$ cat src/hdl/tcw_pkg.sv
`timescale 1ns / 1ps

package tcw_pkg;

  // Default screen geometry
  localparam int unsigned COLUMNS_DEF = 80;
  localparam int unsigned ROWS_DEF    = 25;

  // Character and attribute codes
  localparam logic [7:0] LINE_FEED  = 8'h0A;
  localparam logic [7:0] BLANK_CHAR = 8'h20;
  localparam logic [7:0] RESET_ATTR = 8'h0F;

  // Store operation issued by the controller for the current cycle
  typedef enum logic [2:0] {
    OP_NONE,
    OP_CLEAR,
    OP_LOAD,
    OP_EXEC,
    OP_COPY,
    OP_BLANK
  } op_e;

  // Sweep counter control
  typedef enum logic [1:0] {
    CNT_RUN,
    CNT_COPY_START,
    CNT_BLANK_START
  } cnt_init_e;

  typedef struct packed {
    op_e       op;
    cnt_init_e cnt_init;
    logic      load_out;
  } cmd_t;

  typedef struct packed {
    logic need_scroll;
    logic cnt_end;
  } sts_t;

endpackage

$ cat src/hdl/tcw_ctrl.sv
`timescale 1ns / 1ps

module tcw_ctrl (
  input  logic          clk_i,
  input  logic          rst_ni,
  input  logic          in_valid_i,
  output logic          in_stall_o,
  output logic          out_valid_o,
  input  logic          out_stall_i,
  output tcw_pkg::cmd_t cmd_o,
  input  tcw_pkg::sts_t sts_i
);

  typedef enum logic [2:0] {
    ST_CLEAR,
    ST_IDLE,
    ST_EXEC,
    ST_COPY,
    ST_BLANK,
    ST_FINISH
  } state_e;

  state_e state_q, state_d;
  logic   out_valid_q;
  logic   out_free;

  assign out_free   = !out_valid_q || !out_stall_i;
  assign in_stall_o = (state_q != ST_IDLE);

  // Commands and next state
  always_comb begin
    state_d         = state_q;
    cmd_o.op        = tcw_pkg::OP_NONE;
    cmd_o.cnt_init  = tcw_pkg::CNT_RUN;
    cmd_o.load_out  = 1'b0;
    case (state_q)
      ST_CLEAR: begin
        cmd_o.op = tcw_pkg::OP_CLEAR;
        if (sts_i.cnt_end) begin
          state_d = ST_IDLE;
        end
      end
      ST_IDLE: begin
        if (in_valid_i) begin
          cmd_o.op = tcw_pkg::OP_LOAD;
          state_d  = ST_EXEC;
        end
      end
      ST_EXEC: begin
        cmd_o.op = tcw_pkg::OP_EXEC;
        if (sts_i.need_scroll) begin
          cmd_o.cnt_init = tcw_pkg::CNT_COPY_START;
          state_d        = ST_COPY;
        end else begin
          state_d = ST_FINISH;
        end
      end
      ST_COPY: begin
        cmd_o.op = tcw_pkg::OP_COPY;
        if (sts_i.cnt_end) begin
          cmd_o.cnt_init = tcw_pkg::CNT_BLANK_START;
          state_d        = ST_BLANK;
        end
      end
      ST_BLANK: begin
        cmd_o.op = tcw_pkg::OP_BLANK;
        if (sts_i.cnt_end) begin
          state_d = ST_FINISH;
        end
      end
      ST_FINISH: begin
        if (out_free) begin
          cmd_o.load_out = 1'b1;
          state_d        = ST_IDLE;
        end
      end
      default: begin
        state_d = ST_IDLE;
      end
    endcase
  end

  // State and result valid
  always_ff @(posedge clk_i or negedge rst_ni) begin
    if (!rst_ni) begin
      state_q     <= ST_CLEAR;
      out_valid_q <= 1'b0;
    end else begin
      state_q <= state_d;
      if (cmd_o.load_out) begin
        out_valid_q <= 1'b1;
      end else if (!out_stall_i) begin
        out_valid_q <= 1'b0;
      end
    end
  end

  assign out_valid_o = out_valid_q;

`ifndef SYNTHESIS
  a_no_overwrite: assert property (@(posedge clk_i) disable iff (!rst_ni)
    cmd_o.load_out |-> (!out_valid_q || !out_stall_i))
    else $error("result register overwritten while waiting");

  a_accept_exec: assert property (@(posedge clk_i) disable iff (!rst_ni)
    (in_valid_i && !in_stall_o) |=> (state_q == ST_EXEC))
    else $error("accepted request not executed");

  a_scroll_path: assert property (@(posedge clk_i) disable iff (!rst_ni)
    (state_q == ST_EXEC && sts_i.need_scroll) |=> (state_q == ST_COPY))
    else $error("scroll not started");

  a_copy_to_blank: assert property (@(posedge clk_i) disable iff (!rst_ni)
    (state_q == ST_COPY && sts_i.cnt_end) |=> (state_q == ST_BLANK))
    else $error("bottom row not blanked after copy");
`endif

endmodule

$ cat config.mk
export PLATFORM = sky130hd
export DESIGN_NAME = tcw_ctrl
export DESIGN_NICKNAME = d
export VERILOG_FILES = /design/src/hdl/tcw_pkg.sv /design/src/hdl/tcw_ctrl.sv
export SDC_FILE = /design/constraint.sdc
export NUM_CORES = 1
export LEC_CHECK = 0
export BUFFER_PORTS_ARGS = -buffer_cell sky130_fd_sc_hd__buf_2
export CAP_MARGIN = 20
export CELL_PAD_IN_SITES_DETAIL_PLACEMENT = 2
export CELL_PAD_IN_SITES_GLOBAL_PLACEMENT = 2
export CORE_MARGIN = 2
export CORE_UTILIZATION = 19
export DETAILED_ROUTE_END_ITERATION = 8
export GPL_TIMING_DRIVEN = 0
export PLACE_DENSITY = 0.68
export SYNTH_ARGS = -nofsm -noshare
export SYNTH_HDL_FRONTEND = slang
export SYNTH_SLANG_ARGS = --single-unit
$ cat constraint.sdc
create_clock -name clk_i -period 1.2 [get_ports clk_i]
set_input_delay 0.12 -clock clk_i [delete_from_list [all_inputs] [get_ports clk_i]]
set_output_delay 0.12 -clock clk_i [all_outputs]
set_load 0.005 [all_outputs]
==> reports/metrics.yaml, run 1 <==
ant_nets: 0
min_to: "out_valid_o$_DFFE_PN0P_"
numCtsBuffers: 3
fill_cells: 157
clk_path_buf_depth: 2
gp_congestion: 0.761
dpl_cell_area_sq_um: 334
rr_worst_depth: 4
final_core_util: 0.399
grt_setup_unrepaired: "true"
globalRoute.totalOverflow: 0
maxCapViolations: 0
cts_sinks: 4
drive_gt1_frac: 0.741
ioPinCount: 14
hold_depth: 3
synth_seq_cells: 4
arrival_ns: 1.32
status: "complete, but fails checks"
syn_inst: 32
antenna_found_initial: 0
setup_violations: 8
antenna_cells: 0
cpLargestDelayFamily: "flip-flops"
num_rows: 13
place_ws_ns: -0.117
cts_tree: "built"
power_w: 0.00138
crit_path_end_kind: "output port"
min_from: "out_stall_i"
syn_area_sq_um: 250
max-vdd-ir-drop_mv: 0.832
critPathKind: "reg2out"
drc: 0
fin_area_sq_um: 507
slew-limit-headroom: 0.773
core_area_sq_um: 1270
hold_viol_final: 0
num-nets-final: 66
violations: "negative setup slack"
cp_slowest_cell: "dfrtp_2"
power_density_nw_per_um2: 2730
h-tree-depth: 1
yosysSeqAreaShare: 0.400
ys_types: 18
path_buf_inv: 1
setup.worst_path.start: "state_q[1]$_DFFE_PN0P_"
path_max_fanout: 3
clk_latency_ns: 0.24
area_delta_synth_final_pct: 102
crit_chain: "or3_4 -> a21oi_2 -> buf_2"
start_util: 0.197
clk_pin_slew_worst_paths_ns: 0.04
synth.avg_cell_area_sq_um: 7.82
timing.final.ws_setup_ns: -0.243
worst_pin_slew_ns: 0.337
ys_warn_count: 0
track_usage: 0.178
placed_cells: 60
finalMaxSlewViolations: 0
cp_slowest_stage_delay_ns: 0.42
min_period_over_period: 1.20
required_ns: 1.08
vias_per_cell: 4.66
drtPass1Iterations: 1
hpwl_microns: 658
worstReg2RegEnd: "state_q[1]$_DFFE_PN0P_"
io_buffers: 13
synthesis.nets: 38
grt_pass1_vias: 402
via_count: 340
die_h_microns: 40.3
grt_pass1_wl_mm: 1.70
min_path_type: "in2reg"
drt_iter0_markers: 0
rrSetupSlack_ns: -0.03
p_leak_nw: 0.250
drt-total-wl_mm: 1.15
layout.cells.non_filler: 73
die_area_sq_um: 1620
rr_startpoint: "state_q[0]$_DFFE_PN0P_"
skew_ns: 0.00267
start_kind: "register"
fmax_ghz: 0.693
ctsRootBufferMaster: "clkbuf_4"
post-route-min-period_ns: 1.44
die_width_microns: 40.3
wire_per_inst_microns: 15.7
grt_max_degree: 7
Yosys cell counts:
cell	number	area [sq um]
inv_1	2	7.51
a21oi_2	1	8.76
o21ai_0	2	10.0
nor3_1	1	5.00
buf_2	1	5.00
dfrtp_1	4	100
a21oi_1	2	10.0
nand2_1	5	18.8
a21bo_2	1	10.0
a31o_2	1	8.76
o22ai_1	1	6.26
clkbuf_2	1	5.00
a211oi_1	1	7.51
nand3b_1	1	7.51
inv_2	1	3.75
nor2_1	3	11.3
nand2b_1	2	12.5
or3_1	2	12.5
per-layer routing:
metal | share of wire | routed length, microns | up-vias | global-route usage
li1 | - | - | 160 | -
met1 | 0.37 | 424 | 166 | 0.174
met2 | 0.56 | 644 | 10 | 0.319
met3 | 0.027 | 31 | 4 | 0.0167
met4 | 0.043 | 49 | 0 | 0.175
met5 | 0 | 0 | - | 0
worst min-delay path, delay by kind of cell:
kind,cells,cell delay [ns]
buffers and inverters,1,0.10
and+or+nand+nor,2,0.13
through the flow:
step	setup TNS (ns)	hold slack, ns
floorplan	0	-0.176
global placement	-0.0726	-0.0728
detailed placement	-0.122	-0.0679
CTS	-1.16	0.144
global route	-1.48	0.175
finish	-0.960	0.148
flip-flops by register name, indices dropped and copies added (netlist names):
name	flops
state_q	3
out_valid_o	1
layout make-up:
class	instances	area [sq um]	share of cell area
Timing Repair Buffer	25	176	0.348
Multi-Input combinational cell	23	174	0.343
Sequential cell	4	104	0.205
Tap cell	15	18.8	0.0370
Clock buffer	3	22.5	0.0444
Inverter	3	11.3	0.0222
cells by family after synthesis:
| logic type | after synthesis | share of synthesized area |
|---|---|---|
| AO/OA/AOI/OAI | 9 | 0.245 |
| buffers and inverters | 5 | 0.0850 |
| flip-flops | 4 | 0.400 |
| AND/OR/NAND/NOR | 14 | 0.270 |
worst max path at each step:
stage | to | slack [ns] | cells past startpoint
2_1_floorplan | cmd_o[0] | 0.08 | 3
3_3_place_gp | cmd_o[0] | -0.07 | 4
3_5_place_dp | cmd_o[0] | -0.12 | 4
4_1_cts | cmd_o[0] | -0.24 | 5
5_1_grt | cmd_o[0] | -0.30 | 4
6_report | cmd_o[0] | -0.24 | 3
power breakdown:
part / internal [W] / switching [W]
Sequential: 0.000207 / 0.0000735
Combinational: 0.000514 / 0.000416
Clock: 0.000112 / 0.0000611
placed cells by master (no fill, tap or decap):
master	synthesis	layout
a211oi_2	0	1
a21bo_2	1	1
a21oi_2	1	3
a31o_2	1	1
buf_2	1	13
buf_4	0	6
buf_6	0	5
clkbuf_4	0	3
dfrtp_1	4	1
dfrtp_2	0	3
dlygate4sd3_1	0	1
inv_1	2	1
inv_2	1	2
nand2_1	5	5
nand2b_1	2	1
nand2b_4	0	1
nand3b_1	1	1
nor2_1	3	1
nor2_4	0	2
nor3_2	0	1
o21ai_0	2	1
o21ai_1	0	1
o22ai_1	1	1
or3_1	2	1
or3_4	0	1
what timing repair did:
item / CTS / global route
cloned: 0 / 0
hold buffers: 1 / 0
setup endpoints to repair: 6 / 9
gates resized for setup: 17 / 7
endpoints found under the hold margin: 4 / 0
setup buffers: 9 / 4
pin swaps: 3 / 7
(Power assumes the default switching activity.)
==> run 2, diff against run 1 <==
ABC_AREA = 1   (was unset)
CORE_UTILIZATION = 21   (was 19)
PLACE_DENSITY = 0.7   (was 0.68)
==> run 2 against run 1 <==
Against the previous run:
- setup slack better by 0.17 ns
- combinational power is 26% higher
- largest cell class is now multi-input combinational cells
- sequential power is 5% lower
- the run still ends with negative setup slack left
- routed wire length is 4.3% lower
- clock-buffer cell count stayed put
- fmax is 14% higher
- via count is 18% higher
- critical path depth is 2 higher
- final area is 15% higher
==> reports/metrics.yaml, run 2 <==
cts_sinks: 4  # unchanged
synth_most_common_cell: "nand2_1"  # unchanged
p_comb_frac: 0.734  # was 0.672
fill_cells: 188  # was 157
synth-edff-count: 0  # unchanged
swShare: 0.456  # was 0.398
globalRoute.totalOverflow: 0  # unchanged
path_buf_inv: 3  # was 1
register_area_sq_um: 101  # was 104 sq um
clk_path_buf_depth: 2  # unchanged
hold_viol_final: 0  # unchanged
via_count: 401  # was 340
timing.hold.ws_ns: 0.136  # was 0.148 ns
syn_area_sq_um: 337  # was 250 sq um
antenna_found_initial: 0  # unchanged
ys_types: 16  # was 18
placed_cells: 79  # was 60
ant_nets: 0  # unchanged
timing.final.ws_setup_ns: -0.0712  # was -0.243 ns
cp_slowest_stage_delay_ns: 0.37  # was 0.42 ns
grt_max_degree: 9  # was 7
die_area_sq_um: 1940  # was 1620 sq um
synth_top_cell_area_share: 0.297  # was 0.400
path_max_fanout: 7  # was 3
p_clk_frac: 0.097  # was 0.125
grt_pass1_wl_mm: 1.75  # was 1.70 mm
ioPinCount: 14  # unchanged
track_usage: 0.121  # was 0.178
drive_gt1_frac: 0.613  # was 0.741
die_width_microns: 44.0  # was 40.3 microns
synthTopCellsByArea: "dfrtp_1, nand2_1, nand3_2, inv_1, nand3_1"  # was dfrtp_1, nand2_1, nand2b_1, or3_1, nor2_1
cp_slowest_cell: "dfrtp_1"  # was dfrtp_2
numCtsBuffers: 3  # unchanged
start_kind: "register"  # unchanged
worst_pin_slew_ns: 0.156  # was 0.337 ns
finalMaxSlewViolations: 0  # unchanged
die_h_microns: 44.0  # was 40.3 microns
layout.cells.most_common: "buf_2"  # unchanged
slew-limit-headroom: 0.896  # was 0.773
vias_per_cell: 4.41  # was 4.66
synth_area_leader_cell: "dfrtp_1"  # unchanged
maxCapViolations: 0  # unchanged
hpwl_microns: 751  # was 658 microns
max-vdd-ir-drop_mv: 1.11  # was 0.832 mV
num_rows: 14  # was 13
ys_warn_count: 0  # unchanged
io_buffers: 13  # unchanged
critPathKind: "reg2out"  # unchanged
synth_seq_cells: 4  # unchanged
min_path_type: "in2reg"  # unchanged
area_delta_synth_final_pct: 72.9  # was 102%
arrival_ns: 1.15  # was 1.32 ns
dpl_cell_area_sq_um: 422  # was 334 sq um
largest_reg_flops: 3  # unchanged
min_period_over_period: 1.06  # was 1.20
grt_pass1_vias: 388  # was 402
post-route-min-period_ns: 1.27  # was 1.44 ns
fmax_ghz: 0.787  # was 0.693 GHz
multiInputGateArea_sq_um: 241  # was 174 sq um
power.net_switching_w: 0.000727  # was 0.000551 W
final_cell_mix: "buf_2, nand2_1, buf_4, inv_1, nand2_2"  # was buf_2, buf_4, nand2_1, buf_6
power_w: 0.00159  # was 0.00138 W
top_register: "state_q"  # unchanged
crit_path_end_kind: "output port"  # unchanged
async_flop_share: 1.00  # unchanged
cts_tree: "built"  # unchanged
violations: "negative setup slack"  # unchanged
synth.avg_cell_area_sq_um: 6.73  # was 7.82 sq um
drtPass1Iterations: 1  # unchanged
drt_iter0_markers: 0  # unchanged
synthTopCellsByCount: "nand2_1, inv_1, dfrtp_1"  # was nand2_1, dfrtp_1, nor2_1
place_ws_ns: 0.0408  # was -0.117 ns
wire_per_inst_microns: 12.1  # was 15.7 microns
grt_setup_unrepaired: "true"  # unchanged
ctsRootBufferMaster: "clkbuf_4"  # unchanged
yosysSeqAreaShare: 0.297  # was 0.400
synthFlopType: "dfrtp_1"  # unchanged
drt-total-wl_mm: 1.10  # was 1.15 mm
setup_violations: 4  # was 8
num-nets-final: 83  # was 66
power_density_nw_per_um2: 2740  # was 2730 nW/um^2
drc: 0  # unchanged
synthesis.nets: 56  # was 38
crit_chain: "buf_6 -> inv_1 -> nand3_4 -> nor2_2 -> buf_2"  # was or3_4 -> a21oi_2 -> buf_2
fin_area_sq_um: 582  # was 507 sq um
gp_congestion: 0.668  # was 0.761
clk_latency_ns: 0.23  # was 0.24 ns
skew_ns: 0.00197  # was 0.00267 ns
p_leak_nw: 0.333  # was 0.250 nW
syn_inst: 50  # was 32
seqPwrFrac: 0.168  # was 0.203
cpLargestDelayFamily: "flip-flops"  # unchanged
p_int_w: 0.000866  # was 0.000834 W
core_area_sq_um: 1510  # was 1270 sq um
h-tree-depth: 1  # unchanged
required_ns: 1.08  # about the same
layout.cells.non_filler: 91  # was 73
clk_pin_slew_worst_paths_ns: 0.03  # was 0.04 ns
antenna_cells: 0  # unchanged
status: "complete, but fails checks"  # unchanged
start_util: 0.223  # was 0.197
-- run 2: cell types whose count changed after synthesis, sizes merged, moves of 2 or more --
| cell | before | now |
|---|---|---|
| nand3 | 0 | 6 |
| a21oi | 3 | 1 |
| inv | 3 | 8 |
| nand2 | 5 | 19 |
| nand2b | 2 | 0 |
| or3 | 2 | 0 |
| nor2 | 3 | 5 |
| nand4 | 0 | 2 |
-- run 2: final timing paths --
check                                        startpoint                 endpoint  slack (ns)  depth (start not counted)
worst max register to register   state_q[0]$_DFFE_PN0P_   state_q[2]$_DFFE_PN0P_        0.04                          8
worst max-delay path             state_q[2]$_DFFE_PN0P_                 cmd_o[2]       -0.07                          5
worst min register to register  out_valid_o$_DFFE_PN0P_  out_valid_o$_DFFE_PN0P_        0.51                          2
worst min-delay path                        out_stall_i  out_valid_o$_DFFE_PN0P_        0.14                          3
min in group asynchronous                        rst_ni  out_valid_o$_DFFE_PN0P_        0.24                          2
max in group asynchronous                        rst_ni   state_q[0]$_DFFE_PN0P_        0.83                          2
-- run 2: final cells by class --
class,instances,area share
Buffer,2,0.0387
Clock buffer,3,0.0387
Inverter,8,0.0602
Multi-Input combinational cell,36,0.415
Sequential cell,4,0.174
Tap cell,16,0.0344
Timing Repair Buffer,22,0.239
-- run 2: power groups by stage --
stage	logic, W	registers [W]	clock network (W)
global placement	0.000763	0.000252	0
detailed placement	0.000781	0.000252	0
finish	0.00117	0.000268	0.000155
CTS	0.000991	0.000251	0.000167
global route	0.00131	0.000277	0.000175
floorplan	0.000538	0.000244	0
-- run 2: per-stage QoR --
step                      utilization  setup TNS, ns
final                           0.386         -0.219
after global routing            0.386         -0.725
after CTS                       0.341         -0.229
after detailed placement        0.280              0
after global placement          0.280              0
after floorplan                     -              0
-- run 2: logic make-up (layout without fill, tap and decap cells) --
logic type / count (synthesis) / in the layout / share of synthesized area
AND/OR/NAND/NOR: 34 / 34 / 0.528
buffers and inverters: 10 / 35 / 0.145
flip-flops: 4 / 4 / 0.297
AO/OA/AOI/OAI: 2 / 2 / 0.0297
-- run 2: worst reg2reg max path, cell delays in order (launching register included) --
cell and delay, ns:
dfrtp_2 0.45, buf_6 0.15, nand2_2 0.05, nand2_1 0.05
nand2_1 0.08, buf_4 0.11, nand2_2 0.04, nand4_1 0.07
nand2_1 0.06
-- run 2: what timing repair did --
item | CTS | global route
setup endpoints to repair | 6 | 8
hold endpoints to repair | 4 | 0
gates resized for setup | 6 | 14
buffers inserted | 6 | 2
hold buffers | 1 | 0
pin swaps | 3 | 6
-- run 2: layer usage --
metal,GRT usage,wire length (microns)
met1,0.155,435
met5,0,0
met3,0.0122,30
met4,0.0364,0
met2,0.215,634
